[src/hdl/lrupr_pkg.sv]
// shared types and constants for the lru page replacement store
package lrupr_pkg;

  localparam int LRUPR_FRAMES     = 16;
  localparam int LRUPR_PAGE_W     = 16;
  localparam int LRUPR_CFG_W      = 5;
  localparam int LRUPR_FAULT_W    = 32;
  localparam int LRUPR_LIMIT_RST  = 16;
  localparam int LRUPR_IN_DATA_W  = 16;
  localparam int LRUPR_OUT_DATA_W = 56;

  // one entry handed from a cell to the next one down the recency stack
  typedef struct packed {
    logic [LRUPR_PAGE_W-1:0] tag;
    logic                    valid;
  } lrupr_link_t;

  // per-word controls common to every cell
  typedef struct packed {
    logic                    upd;
    logic                    clear;
    logic                    evict;
    logic [LRUPR_PAGE_W-1:0] page;
  } lrupr_ctrl_t;

endpackage

[src/hdl/lrupr_cell.sv]
// one position of the recency stack: holds a page tag, compares it and shifts down
module lrupr_cell
  import lrupr_pkg::*;
#(
  parameter int IDX   = 0,
  parameter int OCC_W = 5
) (
  input  logic                    clk,
  input  logic                    rst,
  input  lrupr_ctrl_t             ctrl,
  input  logic [OCC_W-1:0]        occ,
  input  lrupr_link_t             prev,
  input  logic                    found_in,
  output lrupr_link_t             link,
  output logic                    found_out,
  output logic [LRUPR_PAGE_W-1:0] ev_tag
);

  logic [LRUPR_PAGE_W-1:0] tag;
  logic                    valid;
  logic                    eff_valid;
  logic                    is_last;
  logic                    match;

  assign eff_valid = valid & ~ctrl.clear;
  assign is_last   = (occ == OCC_W'(IDX + 1));
  assign match     = eff_valid && (tag == ctrl.page);
  assign found_out = found_in | match;

  // the least recent entry is dropped instead of moving down
  assign link.tag   = tag;
  assign link.valid = eff_valid & ~(ctrl.evict & is_last);
  assign ev_tag     = (ctrl.evict && is_last) ? tag : '0;

  always_ff @(posedge clk) begin
    if (rst) begin
      valid <= 1'b0;
    end else if (ctrl.upd && !found_in) begin
      valid <= prev.valid;
    end
  end

  always_ff @(posedge clk) begin
    if (ctrl.upd && !found_in) begin
      tag <= prev.tag;
    end
  end

endmodule

[src/hdl/lru_page_replacement.sv]
// lru page replacement store: recency stack built from a chain of tag cells
//
//  channel   dir  width  contents
//  s_axis    in   16+1   tdata = page, tuser = start_new
//  m_axis    out  56     tdata = hit, fault_count, evicted_valid, evicted_page
//  cfg       in   5      frames_in_use, written when cfg_we is high
//
// one word per cycle unless the output stalls; a result is registered; the found
// chain ripples through all FRAMES cells as a word is taken and sets the clock.
// reset empties the stack, clears the fault count and sets frames_in_use to 16.
// a stalled result holds in the output register; input is taken while it drains.
module lru_page_replacement
  import lrupr_pkg::*;
#(
  parameter int FRAMES = LRUPR_FRAMES
) (
  input  logic                        clk,
  input  logic                        rst,
  input  logic                        s_axis_tvalid,
  output logic                        s_axis_tready,
  input  logic [LRUPR_IN_DATA_W-1:0]  s_axis_tdata,   // [15:0] page
  input  logic [0:0]                  s_axis_tuser,   // [0] start_new
  output logic                        m_axis_tvalid,
  input  logic                        m_axis_tready,
  // [0] hit, [32:1] fault_count, [33] evicted_valid, [49:34] evicted_page, rest zero
  output logic [LRUPR_OUT_DATA_W-1:0] m_axis_tdata,
  input  logic                        cfg_we,
  input  logic [LRUPR_CFG_W-1:0]      cfg_wdata
);

  localparam int OCC_W = $clog2(FRAMES + 1);
  localparam int CMP_W = (OCC_W > LRUPR_CFG_W) ? OCC_W : LRUPR_CFG_W;

  logic [LRUPR_CFG_W-1:0]   frames_in_use;
  logic [OCC_W-1:0]         occ;
  logic [OCC_W-1:0]         occ_next;
  logic [OCC_W-1:0]         occ_eff;
  logic [LRUPR_FAULT_W-1:0] faults;
  logic [LRUPR_FAULT_W-1:0] faults_eff;
  logic [LRUPR_FAULT_W-1:0] faults_next;
  logic [CMP_W-1:0]         cfg_ext;
  logic [CMP_W-1:0]         limit;
  logic                     accept;
  logic                     hit;

  lrupr_ctrl_t              ctrl;
  lrupr_link_t              links [FRAMES+1];
  logic                     found [FRAMES+1];
  logic [LRUPR_PAGE_W-1:0]  ev_tags [FRAMES];
  logic [LRUPR_PAGE_W-1:0]  ev_page;

  logic                     hit_q;
  logic [LRUPR_FAULT_W-1:0] fault_q;
  logic                     ev_valid_q;
  logic [LRUPR_PAGE_W-1:0]  ev_page_q;

  assign s_axis_tready = ~m_axis_tvalid | m_axis_tready;
  assign accept        = s_axis_tvalid & s_axis_tready;

  // effective limit: zero acts as one, anything above FRAMES acts as FRAMES
  assign cfg_ext = CMP_W'(frames_in_use);
  always_comb begin
    priority if (cfg_ext == '0) begin
      limit = CMP_W'(1);
    end else if (cfg_ext > CMP_W'(FRAMES)) begin
      limit = CMP_W'(FRAMES);
    end else begin
      limit = cfg_ext;
    end
  end

  assign occ_eff    = s_axis_tuser[0] ? '0 : occ;
  assign faults_eff = s_axis_tuser[0] ? '0 : faults;

  assign ctrl.upd   = accept;
  assign ctrl.clear = s_axis_tuser[0];
  assign ctrl.page  = s_axis_tdata[LRUPR_PAGE_W-1:0];
  assign ctrl.evict = ~hit && (CMP_W'(occ_eff) >= limit);

  assign links[0].tag   = s_axis_tdata[LRUPR_PAGE_W-1:0];
  assign links[0].valid = 1'b1;
  assign found[0]       = 1'b0;
  assign hit            = found[FRAMES];

  for (genvar i = 0; i < FRAMES; i++) begin : g_cell
    lrupr_cell #(
      .IDX   (i),
      .OCC_W (OCC_W)
    ) u_cell (
      .clk       (clk),
      .rst       (rst),
      .ctrl      (ctrl),
      .occ       (occ_eff),
      .prev      (links[i]),
      .found_in  (found[i]),
      .link      (links[i+1]),
      .found_out (found[i+1]),
      .ev_tag    (ev_tags[i])
    );
  end

  // at most one cell reports an evicted tag
  always_comb begin
    ev_page = '0;
    for (int i = 0; i < FRAMES; i++) begin
      ev_page = ev_page | ev_tags[i];
    end
  end

  always_comb begin
    priority if (hit || ctrl.evict) begin
      occ_next = occ_eff;
    end else begin
      occ_next = occ_eff + OCC_W'(1);
    end
  end

  always_comb begin
    if (!hit && faults_eff != '1) begin
      faults_next = faults_eff + LRUPR_FAULT_W'(1);
    end else begin
      faults_next = faults_eff;
    end
  end

  always_ff @(posedge clk) begin
    if (rst) begin
      frames_in_use <= LRUPR_CFG_W'(LRUPR_LIMIT_RST);
    end else if (cfg_we) begin
      frames_in_use <= cfg_wdata;
    end
  end

  always_ff @(posedge clk) begin
    if (rst) begin
      occ    <= '0;
      faults <= '0;
    end else if (accept) begin
      occ    <= occ_next;
      faults <= faults_next;
    end
  end

  always_ff @(posedge clk) begin
    if (rst) begin
      m_axis_tvalid <= 1'b0;
    end else if (accept) begin
      m_axis_tvalid <= 1'b1;
    end else if (m_axis_tready) begin
      m_axis_tvalid <= 1'b0;
    end
  end

  always_ff @(posedge clk) begin
    if (accept) begin
      hit_q      <= hit;
      fault_q    <= faults_next;
      ev_valid_q <= ctrl.evict;
      ev_page_q  <= ev_page;
    end
  end

  assign m_axis_tdata = {6'd0, ev_page_q, ev_valid_q, fault_q, hit_q};

  // occupancy never passes the number of cells
  a_occ_bound: assert property (@(posedge clk) disable iff (rst)
    occ <= OCC_W'(FRAMES))
    else $error("occupancy above frame count");

  // after any accepted word the stack holds at least one page
  a_occ_nonzero: assert property (@(posedge clk) disable iff (rst)
    accept |=> occ != '0)
    else $error("stack empty after a reference");

  // an eviction only comes with a fault
  a_evict_miss: assert property (@(posedge clk) disable iff (rst)
    m_axis_tvalid && ev_valid_q |-> !hit_q && fault_q != '0)
    else $error("eviction reported on a hit");

  // a fault result never carries a zero count
  a_fault_count: assert property (@(posedge clk) disable iff (rst)
    m_axis_tvalid && !hit_q |-> fault_q != '0)
    else $error("fault result with zero count");

endmodule
[config.mk]
export PLATFORM = sky130hd
export DESIGN_NAME = lru_page_replacement
export DESIGN_NICKNAME = d
export VERILOG_FILES = /design/src/hdl/lrupr_pkg.sv /design/src/hdl/lrupr_cell.sv /design/src/hdl/lru_page_replacement.sv
export SDC_FILE = /design/constraint.sdc
export NUM_CORES = 1
export LEC_CHECK = 0
export BUFFER_PORTS_ARGS = -buffer_cell sky130_fd_sc_hd__buf_2
export CAP_MARGIN = 15
export CELL_PAD_IN_SITES_DETAIL_PLACEMENT = 1
export CELL_PAD_IN_SITES_GLOBAL_PLACEMENT = 1
export CORE_MARGIN = 1.5
export CORE_UTILIZATION = 35
export DETAILED_ROUTE_END_ITERATION = 6
export PLACE_DENSITY = 0.68
export SLEW_MARGIN = 20
export SYNTH_ARGS = -nofsm -noshare
export SYNTH_HDL_FRONTEND = slang
export SYNTH_SLANG_ARGS = --single-unit
[constraint.sdc]
create_clock -name clk -period 6.2 [get_ports clk]
set_input_delay 0.62 -clock clk [delete_from_list [all_inputs] [get_ports clk]]
set_output_delay 0.62 -clock clk [all_outputs]
set_load 0.05 [all_outputs]
==> out/qor.txt <==
Post-layout nets - 1736
Vias in the first global route - 15044
Crit-path max cell delay - 910 ps
Ratio of cells with drive above 1 in the final layout - 11.4%
Non-filler instance count after layout - 2429
Main flop type after synthesis - edfxtp_1
Tightest Pin Transition - 1130 ps
RSZ-0062 raised after global routing - false
Critical path required time - 6700 ps
GP Congestion - 1.06
Drt wl/cell - 32.3 um
Initial DRC Count - 2094
Skew-Pair Late Insertion Delay - 590 ps
TritonCTS buffer count - 43
Tmin final - 4490 ps
Utilization after layout - 39.5%
Htree depth - 2
CP max-delay cell - nor4_1
Max_slew headroom - 24.3%
DIE WIDTH - 236 um
Initial Util - 35.4%
Run status - complete, but fails checks
All-Layer GR Usage - 27.9%
Core ar. - 0.0537 mm^2
Synthesized area - 0.0190 mm^2
FF+latch count, synth - 365
Failing checks - design-rule violations
Max-slew violation count - 0
Inst Count DP - 2348
Final setup viols - 0
Grt ovf - 0
CTS tree - built
Via count - 15196
CP arrival - 5000 ps
Area growth syn-to-layout - 11.8%
# port buffers - 78
Clk slew on worst S/H paths - 60 ps
PwrDens - 286 mW/mm^2
HP Class - primary input to register
Max VDD drop - 248 uV
Final Skew - 31.6 ps
# clock sinks - 365
Routed WL - 78500 um
Initial antenna violation count - 3
ANT nets after route - 0
Clk buf depth - 3
Fmax - 223 MHz
Final TNS setup - 0 ps
Remaining DRCs - 18
I/O pin count - 85
Hold buffers post-CTS - 0
Worst setup SP type - primary input
Setup Fix Bufs, Post-CTS - 0
Avg Inst Size Synth - 11.6 um^2
CTS resizes - 0
DIE AREA - 0.0557 mm^2
Fin. Hold Viols - 0
Pleak - 7.14 nW
Overall die height - 236 um
Post-synth ARST share - 0%
Yosys warns - 0
Post-DP HPWL - 57700 um
First-pass DRT Iterations - 7
FP Rows - 85
Cells after Synth - 1638
Post-synth EDFFs - 306
Part of the cycle the worst path needs - 72.5%
Largest fanout on the critical path - 27
First-pass GRT wire length - 112000 um
Clk Tree Root Cell - clkbuf_16
Drt via density - 6.26
CP Capture Type - register
CP Cell Sequence - buf_2, xor2_1, or4_1, nor4_1, a22o_1, or4_4, or3b_2, inv_1, a211o_1, a21oi_1
Sequential area share after synthesis - 54.6%
Largest net degree at the start of global routing - 48
Setup CP Type - primary input to register
Max-Cap Viols - 0
Synth cell types - 75
metrics by stage:
stage                     area, um^2  total power [mW]  setup WS [ps]  hold slack [ps]
final                          21200              6.07           1710              283
after global routing           21200              6.22           1840              294
after CTS                      21200              6.09           1910              269
after detailed placement       19900              3.66           1290              447
after global placement         19900              3.65           1300              445
after floorplan                19000              3.39            187              427
final timing paths:
kind,start,end,slack (ps),cells after the start
min,cfg_wdata[2],cfg_ext[2],280,3
min reg2reg,g_cell[2].u_cell.valid,g_cell[2].u_cell.valid,460,2
max reg2reg,g_cell[12].u_cell.tag[14],g_cell[2].u_cell.valid,1860,9
max,s_axis_tdata[3],g_cell[2].u_cell.valid,1710,10
sequential cells by signal, indices dropped and copies added, names as in the netlist:
name and cells:
ev_page_q 16, ev_valid_q 1, faults 32, hit_q 1, m_axis_tvalid 1, occ 5
fault_q 32, cfg_ext 5, g_cell.u_cell.valid 16, g_cell.u_cell.tag 256
cells in the mapped netlist, types with 6 or more instances:
master    instances  share of area (%)
ha_1             11               0.72
clkbuf_1         48               0.95
mux2i_1          14               0.74
nand4_1          57                1.9
a22oi_1          75                3.0
nor2b_1          35                1.2
dfxtp_1          59                6.2
xor2_1          171                7.9
or2_2             7               0.23
and4_1            7               0.32
nor4b_1           9               0.41
nor4_1           58                1.9
o22ai_1           8               0.26
or4_1            17               0.67
and3_1           16               0.53
a21oi_1          30               0.79
o21ai_0          29               0.76
nor3_1           43                1.1
nor3b_1          10               0.40
xnor2_1         117                5.4
nand3_1          62                1.6
o32ai_1           8               0.37
buf_6            14               0.83
edfxtp_1        306                 48
and2_1            7               0.23
a222oi_1         13               0.68
buf_4            22               0.87
a221oi_1         10               0.46
a21o_1            7               0.28
inv_1            26               0.51
a22o_1           18               0.83
buf_1             6               0.12
nor2_1           95                1.9
or3_1            13               0.43
nand2_1          86                1.7
a31oi_1          12               0.40
nand2b_1         26               0.86
layout by cell type, fill, tap and decap left out, types with 6 or more instances in the layout:
| cell | instances |
|---|---|
| nand3_1 | 62 |
| buf_4 | 30 |
| nand4_1 | 57 |
| ha_1 | 11 |
| clkinv_2 | 8 |
| a21oi_1 | 29 |
| clkbuf_1 | 21 |
| nor2b_1 | 35 |
| nor4_1 | 57 |
| a21o_1 | 7 |
| a221oi_1 | 10 |
| xor2_1 | 171 |
| nor2_1 | 93 |
| and4_1 | 7 |
| nor3b_1 | 10 |
| a22oi_1 | 75 |
| xnor2_1 | 117 |
| and3_1 | 16 |
| dfxtp_1 | 59 |
| o22ai_1 | 8 |
| a31oi_1 | 12 |
| or2_2 | 7 |
| nand2b_1 | 26 |
| conb_1 | 6 |
| mux2i_1 | 14 |
| or3_1 | 13 |
| a222oi_1 | 13 |
| nor3_1 | 42 |
| buf_2 | 78 |
| inv_1 | 25 |
| clkbuf_16 | 44 |
| o32ai_1 | 8 |
| and2_1 | 8 |
| o21ai_0 | 29 |
| nand2_1 | 86 |
| a22o_1 | 18 |
| nor4b_1 | 9 |
| or4_1 | 17 |
| edfxtp_1 | 306 |
critical path: cells and delay by family:
family | cells | cell delay [ps]
simple gates | 4 | 2320
buf+inv | 2 | 1080
compound gates | 3 | 780
xor+xnor | 1 | 180
layout make-up:
| class | count | area [um^2] |
|---|---|---|
| clock inverters | 14 | 131 |
| inverters | 28 | 106 |
| clock buffers | 65 | 1180 |
| repair buffers | 109 | 631 |
| multi-input cells | 1151 | 7940 |
| well taps | 696 | 871 |
| fillers | 5719 | 32500 |
| flip-flops and latches | 365 | 10400 |
| diodes | 1 | 2.50 |
power by group:
| group | internal, mW | switching (mW) | leakage, nW |
|---|---|---|---|
| logic | 0.177 | 0.445 | 3.05 |
| clock network | 1.40 | 1.03 | 0.639 |
| registers | 2.82 | 0.199 | 3.45 |
| total | 4.40 | 1.68 | 7.14 |
routing by layer:
metal,wire length (um),global-route usage (%),vias up
met5,13,0,-
met3,8430,5.73,223
met1,32300,38.8,7684
met4,4030,13.4,2
li1,-,-,6284
met2,33800,41.5,1003
logic make-up after synthesis:
kind of cell | after synthesis | share of synthesized area [%]
multiplexers | 17 | 0.915
buffers and inverters | 127 | 3.85
AND/OR/NAND/NOR | 577 | 16.8
XOR/XNOR | 292 | 13.6
other | 1 | 0.0197
flip-flops | 365 | 54.6
adder cells (fa/ha/maj) | 11 | 0.724
AO/OA/AOI/OAI | 248 | 9.50
No activity file was read; power rests on OpenSTA's default activity.
